## src/rtl/ipv6p_pkg.sv

```systemverilog
`default_nettype none

package ipv6p_pkg;

    localparam int unsigned NumGroups = 8;
    localparam int unsigned GroupW    = 16;

    typedef logic [0:NumGroups-1][GroupW-1:0] group_vec_t;

    typedef struct packed {
        logic [15:0] hex_word;
        logic [2:0]  nibble_count;
        logic [3:0]  groups_left;
        logic [3:0]  gap_index;
        logic        gap_seen;
        logic        after_colon;
        logic        at_start;
        logic        dotted_mode;
        logic [8:0]  decimal_octet;
        logic        decimal_only;
        logic [2:0]  dot_count;
        logic [23:0] dotted_value;
        logic        error_seen;
    } parse_ctl_t;

    localparam parse_ctl_t CtlReset = '{
        hex_word:      16'h0000,
        nibble_count:  3'd0,
        groups_left:   4'd8,
        gap_index:     4'd0,
        gap_seen:      1'b0,
        after_colon:   1'b0,
        at_start:      1'b1,
        dotted_mode:   1'b0,
        decimal_octet: 9'd0,
        decimal_only:  1'b1,
        dot_count:     3'd0,
        dotted_value:  24'h000000,
        error_seen:    1'b0
    };

    localparam logic [3:0] AllGroups = 4'd8;
    localparam logic [8:0] OctetMax  = 9'd255;
    localparam logic [2:0] DotsFull  = 3'd3;

endpackage

`default_nettype wire

```

## src/rtl/ipv6p_char.sv

```systemverilog
`default_nettype none

module ipv6p_char (
    input  wire  ipv6p_pkg::parse_ctl_t ctl_i,
    input  wire  ipv6p_pkg::group_vec_t head_i,
    input  wire  ipv6p_pkg::group_vec_t tail_i,
    input  wire  logic [7:0]            char_i,
    output       ipv6p_pkg::parse_ctl_t ctl_o,
    output       ipv6p_pkg::group_vec_t head_o,
    output       ipv6p_pkg::group_vec_t tail_o
);
    import ipv6p_pkg::*;

    localparam logic [7:0] ChColon  = 8'h3a;
    localparam logic [7:0] ChDot    = 8'h2e;
    localparam logic [7:0] ChZero   = 8'h30;
    localparam logic [7:0] ChNine   = 8'h39;
    localparam logic [7:0] ChLowA   = 8'h61;
    localparam logic [7:0] ChLowF   = 8'h66;
    localparam logic [7:0] CaseBit  = 8'h20;
    localparam logic [3:0] NibFull  = 4'd4;
    localparam logic [8:0] OctetSat = 9'd256;

    function automatic logic [8:0] dec_push(input logic [8:0] v, input logic [3:0] d);
        logic [12:0] r;
        r = {4'b0000, v} * 13'd10 + {9'b0, d};
        return (r > {4'b0000, OctetSat}) ? OctetSat : r[8:0];
    endfunction

    logic       is_colon;
    logic       is_dot;
    logic       is_dec;
    logic       is_af;
    logic [7:0] lower_c;
    logic [3:0] hex_val;
    logic [3:0] used_groups;
    logic [3:0] left_after;
    logic [8:0] octet_new;
    logic       skip;

    assign is_colon    = (char_i == ChColon);
    assign is_dot      = (char_i == ChDot);
    assign is_dec      = (char_i >= ChZero) && (char_i <= ChNine);
    assign lower_c     = char_i | CaseBit;
    assign is_af       = (lower_c >= ChLowA) && (lower_c <= ChLowF);
    assign hex_val     = is_dec ? char_i[3:0] : (lower_c[3:0] + 4'd9);
    assign used_groups = AllGroups - ctl_i.groups_left;
    assign left_after  = ctl_i.groups_left - 4'd1;

    always_comb begin
        ctl_o     = ctl_i;
        head_o    = head_i;
        tail_o    = tail_i;
        skip      = 1'b0;
        octet_new = 9'd0;
        if (!ctl_i.error_seen) begin
            if (ctl_i.at_start) begin
                ctl_o.at_start = 1'b0;
                skip           = is_colon;
            end
            if (!skip) begin
                if (ctl_i.dotted_mode) begin
                    priority if (is_dec) begin
                        octet_new           = dec_push(ctl_i.decimal_octet, char_i[3:0]);
                        ctl_o.decimal_octet = octet_new;
                        if (octet_new > OctetMax) begin
                            ctl_o.error_seen = 1'b1;
                        end
                    end else if (is_dot) begin
                        if (ctl_i.dot_count >= DotsFull) begin
                            ctl_o.error_seen = 1'b1;
                        end else begin
                            ctl_o.dotted_value  = {ctl_i.dotted_value[15:0],
                                                   ctl_i.decimal_octet[7:0]};
                            ctl_o.dot_count     = ctl_i.dot_count + 3'd1;
                            ctl_o.decimal_octet = 9'd0;
                        end
                    end else begin
                        ctl_o.error_seen = 1'b1;
                    end
                end else begin
                    priority if (is_colon) begin
                        if (ctl_i.nibble_count != 3'd0) begin
                            head_o[used_groups[2:0]] = ctl_i.hex_word;
                            tail_o = {tail_i[1:NumGroups-1], ctl_i.hex_word};
                            ctl_o.groups_left = left_after;
                            if (left_after == 4'd0) begin
                                ctl_o.error_seen = 1'b1;
                            end else begin
                                ctl_o.hex_word      = 16'h0000;
                                ctl_o.nibble_count  = 3'd0;
                                ctl_o.decimal_octet = 9'd0;
                                ctl_o.decimal_only  = 1'b1;
                                ctl_o.after_colon   = 1'b1;
                            end
                        end else if (!ctl_i.gap_seen) begin
                            ctl_o.gap_seen    = 1'b1;
                            ctl_o.gap_index   = used_groups;
                            ctl_o.after_colon = 1'b1;
                        end else begin
                            ctl_o.error_seen = 1'b1;
                        end
                    end else if (is_dot && (ctl_i.nibble_count != 3'd0)) begin
                        if ((ctl_i.groups_left < 4'd2) || !ctl_i.after_colon ||
                            !ctl_i.decimal_only || (ctl_i.decimal_octet > OctetMax)) begin
                            ctl_o.error_seen = 1'b1;
                        end else begin
                            ctl_o.dotted_mode   = 1'b1;
                            ctl_o.dotted_value  = {15'b0, ctl_i.decimal_octet};
                            ctl_o.dot_count     = 3'd1;
                            ctl_o.decimal_octet = 9'd0;
                        end
                    end else if ({1'b0, ctl_i.nibble_count} >= NibFull) begin
                        ctl_o.error_seen = 1'b1;
                    end else if (!(is_dec || is_af)) begin
                        ctl_o.error_seen = 1'b1;
                    end else begin
                        ctl_o.nibble_count = ctl_i.nibble_count + 3'd1;
                        ctl_o.hex_word     = {ctl_i.hex_word[11:0], hex_val};
                        if (is_dec) begin
                            ctl_o.decimal_octet = dec_push(ctl_i.decimal_octet, hex_val);
                        end else begin
                            ctl_o.decimal_only = 1'b0;
                        end
                    end
                end
            end
        end
    end

endmodule

`default_nettype wire

```

## src/rtl/ipv6p_finish.sv

```systemverilog
`default_nettype none

module ipv6p_finish (
    input  wire  ipv6p_pkg::parse_ctl_t ctl_i,
    input  wire  ipv6p_pkg::group_vec_t head_i,
    input  wire  ipv6p_pkg::group_vec_t tail_i,
    output       logic                  valid_o,
    output       ipv6p_pkg::group_vec_t addr_o
);
    import ipv6p_pkg::*;

    logic        shape_ok;
    logic        ok;
    logic [3:0]  left_final;
    logic [31:0] ip_word;
    logic [4:0]  zero_end;
    group_vec_t  tail_final;
    group_vec_t  merged;

    assign ip_word = {ctl_i.dotted_value, ctl_i.decimal_octet[7:0]};

    always_comb begin
        if (ctl_i.dotted_mode) begin
            shape_ok   = (ctl_i.dot_count == DotsFull) && (ctl_i.decimal_octet <= OctetMax);
            tail_final = {tail_i[2:NumGroups-1], ip_word[31:16], ip_word[15:0]};
            left_final = ctl_i.groups_left - 4'd2;
        end else begin
            shape_ok   = (ctl_i.nibble_count != 3'd0) || ctl_i.gap_seen;
            tail_final = {tail_i[1:NumGroups-1], ctl_i.hex_word};
            left_final = ctl_i.groups_left - 4'd1;
        end
        ok = !ctl_i.error_seen && shape_ok && ((left_final != 4'd0) == ctl_i.gap_seen);
    end

    assign zero_end = {1'b0, ctl_i.gap_index} + {1'b0, left_final};

    always_comb begin
        for (int i = 0; i < NumGroups; i++) begin
            priority if (!ctl_i.gap_seen) begin
                merged[i] = tail_final[i];
            end else if (5'(i) < {1'b0, ctl_i.gap_index}) begin
                merged[i] = head_i[i];
            end else if (5'(i) < zero_end) begin
                merged[i] = '0;
            end else begin
                merged[i] = tail_final[i];
            end
        end
    end

    assign valid_o = ok;
    assign addr_o  = ok ? merged : '0;

endmodule

`default_nettype wire

```

## src/rtl/ipv6_text_to_binary_parser.sv

```systemverilog
// The word that ends the text is taken from the s_ side into the input stage; its result is
// then registered in the output stage that drives the m_ side.
// Throughput: one character word per cycle outside a stall, set by the parse state register loop.
// The s_ side stalls only while a finished result waits to be taken.
// Reset (aresetn low, synchronous) empties both stages and returns the parse state to idle.
`default_nettype none

module ipv6_text_to_binary_parser (
    input  wire  logic        aclk,
    input  wire  logic        aresetn,
    input  wire  logic        s_valid,
    output       logic        s_ready,
    input  wire  logic [7:0]  s_char_code,
    input  wire  logic        s_end_only,
    input  wire  logic        s_last_char,
    output       logic        m_valid,
    input  wire  logic        m_ready,
    output       logic        m_is_valid,
    output       logic [63:0] m_addr_upper,
    output       logic [63:0] m_addr_lower
);
    import ipv6p_pkg::*;

    logic        in_valid_reg;
    logic [7:0]  char_reg;
    logic        end_reg;
    logic        last_reg;
    parse_ctl_t  ctl_reg;
    group_vec_t  head_reg;
    group_vec_t  tail_reg;
    logic        out_valid_reg;
    logic        is_valid_reg;
    group_vec_t  addr_reg;

    parse_ctl_t  char_ctl;
    group_vec_t  char_head;
    group_vec_t  char_tail;
    parse_ctl_t  mid_ctl;
    group_vec_t  mid_head;
    group_vec_t  mid_tail;
    logic        fin_valid;
    group_vec_t  fin_addr;
    logic        ends_text;
    logic        advance;

    ipv6p_char u_char (
        .ctl_i  (ctl_reg),
        .head_i (head_reg),
        .tail_i (tail_reg),
        .char_i (char_reg),
        .ctl_o  (char_ctl),
        .head_o (char_head),
        .tail_o (char_tail)
    );

    assign mid_ctl  = end_reg ? ctl_reg  : char_ctl;
    assign mid_head = end_reg ? head_reg : char_head;
    assign mid_tail = end_reg ? tail_reg : char_tail;

    ipv6p_finish u_finish (
        .ctl_i   (mid_ctl),
        .head_i  (mid_head),
        .tail_i  (mid_tail),
        .valid_o (fin_valid),
        .addr_o  (fin_addr)
    );

    assign ends_text = end_reg || last_reg;
    assign advance   = in_valid_reg && (!ends_text || !out_valid_reg || m_ready);
    assign s_ready   = !in_valid_reg || advance;

    always_ff @(posedge aclk) begin
        if (!aresetn) begin
            in_valid_reg <= 1'b0;
        end else if (s_ready) begin
            in_valid_reg <= s_valid;
        end
    end

    always_ff @(posedge aclk) begin
        if (s_valid && s_ready) begin
            char_reg <= s_char_code;
            end_reg  <= s_end_only;
            last_reg <= s_last_char;
        end
    end

    always_ff @(posedge aclk) begin
        if (!aresetn) begin
            ctl_reg <= CtlReset;
        end else if (advance) begin
            ctl_reg <= ends_text ? CtlReset : char_ctl;
        end
    end

    always_ff @(posedge aclk) begin
        if (advance) begin
            head_reg <= mid_head;
            tail_reg <= mid_tail;
        end
    end

    always_ff @(posedge aclk) begin
        if (!aresetn) begin
            out_valid_reg <= 1'b0;
        end else if (advance && ends_text) begin
            out_valid_reg <= 1'b1;
        end else if (m_ready) begin
            out_valid_reg <= 1'b0;
        end
    end

    always_ff @(posedge aclk) begin
        if (advance && ends_text) begin
            is_valid_reg <= fin_valid;
            addr_reg     <= fin_addr;
        end
    end

    assign m_valid      = out_valid_reg;
    assign m_is_valid   = is_valid_reg;
    assign m_addr_upper = addr_reg[0:3];
    assign m_addr_lower = addr_reg[4:7];

    a_invalid_zero: assert property (@(posedge aclk) disable iff (!aresetn)
        out_valid_reg && !is_valid_reg |-> (addr_reg == '0))
        else $error("invalid result carries a nonzero address");

    a_state_cleared: assert property (@(posedge aclk) disable iff (!aresetn)
        advance && ends_text |=> (ctl_reg == CtlReset))
        else $error("parse state not cleared after end of text");

    a_groups_range: assert property (@(posedge aclk) disable iff (!aresetn)
        ctl_reg.groups_left <= AllGroups)
        else $error("group count out of range");

    a_dots_range: assert property (@(posedge aclk) disable iff (!aresetn)
        ctl_reg.dotted_mode |-> (ctl_reg.dot_count != 3'd0) && (ctl_reg.dot_count <= DotsFull))
        else $error("dot count out of range in dotted tail");

    a_no_overrun: assert property (@(posedge aclk) disable iff (!aresetn)
        out_valid_reg && !m_ready |-> !(advance && ends_text))
        else $error("result overwritten while waiting");

endmodule

`default_nettype wire
```

## config.mk

```make
export PLATFORM = sky130hd
export DESIGN_NAME = ipv6_text_to_binary_parser
export DESIGN_NICKNAME = d
export VERILOG_FILES = /design/src/rtl/ipv6p_pkg.sv /design/src/rtl/ipv6p_char.sv /design/src/rtl/ipv6p_finish.sv /design/src/rtl/ipv6_text_to_binary_parser.sv
export SDC_FILE = /design/constraint.sdc
export NUM_CORES = 1
export LEC_CHECK = 0
export BUFFER_PORTS_ARGS = -buffer_cell sky130_fd_sc_hd__buf_2
export CAP_MARGIN = 30
export CORE_MARGIN = 2
export CORE_UTILIZATION = 68
export DETAILED_ROUTE_END_ITERATION = 8
export MAX_ROUTING_LAYER = met4
export PLACE_DENSITY_LB_ADDON = 0.05
export SETUP_SLACK_MARGIN = 0.05
export SLEW_MARGIN = 20
export SYNTH_ARGS = -nofsm -noshare
export SYNTH_HDL_FRONTEND = slang
export SYNTH_HIERARCHICAL = 1
export SYNTH_SLANG_ARGS = --single-unit
```

## constraint.sdc

```tcl
create_clock -name aclk -period 18.2 [get_ports aclk]
set_input_delay 1.82 -clock aclk [delete_from_list [all_inputs] [get_ports aclk]]
set_output_delay 1.82 -clock aclk [all_outputs]
set_load 0.005 [all_outputs]
```

==> out/metrics.yaml <==
drt-initial-drc-count: 2960
final_core_util_pct: 74.4
layout.nets: 2687
grt_setup_unrepaired: "no"
startpoint_type: "flop"
gp_congestion: 0.947
cts.sinks: 450
fin_setup_tns_ps: 0
pre_cts_ws_ps: 12030
finalWorstSetupSlack_ps: 11750
min_period_ps: 6450
grtUsageMet1_pct: 52.4
gr-total-overflow: 0
cts-root-buf: "clkbuf_16"
skew_ps: 17.3
dr.pass1.iters: 6
core_area_um2: 41900
grt_use_total_pct: 39.6
setup_viol: 0
tightest_slew_ps: 1040
hold_viol: 0
period_share_pct: 35.4
grt_use_met3_pct: 6.63
clkTransAtPathRegs_ps: 60
timing.fmax_ghz: 0.155
cts_hold_buffers: 0
crit_fanout: 42
p_total_mw: 2.33
htreeDepth: 2
antenna_found_initial: 2
slew_violations: 0
cts_setup_buffers: 0
ff2ff_path_depth: 18
rows: 75
grt_busiest_layer: "met2"
max_slew_margin_pct: 30.6
layout.cells.non_filler: 3216
clock_latency_ps: 600
dp_hpwl_um: 54300
area_growth_syn_to_layout_pct: 8.21
end_kind: "flop"
critPathArrivalTime_ps: 6770
clock_path_buffers: 3
criticalPathCategory: "flop to flop"
avgRoutedWirePerCell_um: 26.9
postRouteAntennaNets: 0
max-cap-violations: 0
die_x_um: 210
layout-drive-gt1-share_pct: 28.1
syn-num-nets: 2690
drc: 0
die_h_um: 210
rrSetupSlack_ps: 11750
drt_wl_total_um: 86700
vias_per_cell: 7.14
leakagePower_nw: 10.2
cts_buffers: 49
first_global_vias: 21700
grtUsageMet2_pct: 60.4
portBuffers: 144
dp_cells: 3114
p_per_area_nw_per_um2: 74.7
status: "finished clean"
initial_utilization_pct: 68.8
grt_pass1_wl_um: 131000
synth.avg_cell_area_um2: 10.9
hp-class: "flop to flop"
largest_reg_flops: 128
grt_max_degree: 152
dieArea_um2: 44100
syn_inst: 2636
cts_tree: "yes"
vias: 23000
yosys_warnings: 6
pin_count: 145
holdPathStages: 1
cts-resized-gates: 0
crit_required_ps: 18530
ir_drop_mv: 0.0784
syn_area_um2: 28800
[critical path: stages (launching register included)]
cell and delay [ps]:
edfxtp_1 460, inv_1 130, ha_1 250, and4_4 240, a211oi_4 520, nand3_4 500, xnor2_1 390, mux2_2 260
inv_1 70, ha_1 290, inv_1 80, o21a_1 140, inv_1 60, fa_1 700, nor4b_4 260, buf_4 320
nor3b_4 780, a221oi_1 160, a2111oi_0 520
[routing by layer]
metal | vias to the layer above | wire, um
met4 | 0 | 4570
met1 | 11200 | 33600
li1 | 10100 | -
met5 | - | 0
met2 | 1384 | 40000
met3 | 270 | 8480
[through the flow]
stage | area, um^2 | hold slack, ps
global placement | 29500 | 487
finish | 31200 | 525
detailed placement | 29600 | 508
CTS | 31100 | 522
floorplan | 28800 | 471
global route | 31200 | 538
[cell type report]
class / instances / area, um^2
timing repair buffer: 195 / 1180
clock inverter: 16 / 105
antenna: 4 / 10.0
inverter: 31 / 124
clock buffer: 75 / 1450
tap: 539 / 674
fill: 2894 / 10700
sequential: 450 / 12800
multi-input combinational: 1906 / 14900
[final timing paths]
kind | endpoint | start
max | m_addr_upper[50]$_DFFE_PP_ | char_reg[0]$_DFFE_PP_
min | ctl_reg[19]$_SDFFE_PN0P_ | ctl_reg[19]$_SDFFE_PN0P_
max reg2reg | m_addr_upper[50]$_DFFE_PP_ | char_reg[0]$_DFFE_PP_
min reg2reg | ctl_reg[19]$_SDFFE_PN0P_ | ctl_reg[19]$_SDFFE_PN0P_
[power breakdown]
group / internal (mW) / switching, mW / leakage (nW)
Sequential: 1.15 / 0.0163 / 3.81
Combinational: 0.0660 / 0.120 / 5.67
Clock: 0.563 / 0.419 / 0.761
[layout by cell type, fill, tap and decap left out, types with 51 or more instances in the layout]
cell       count
nor2_1       121
edfxtp_1     379
a221oi_1     116
o21ai_0       51
clkbuf_16     53
a21oi_1      100
a32o_1        67
buf_2        144
mux2_1        65
mux2i_1       82
dfxtp_1       71
nand2_1      421
mux2_2       410
Power figures use the tool's default switching activity.
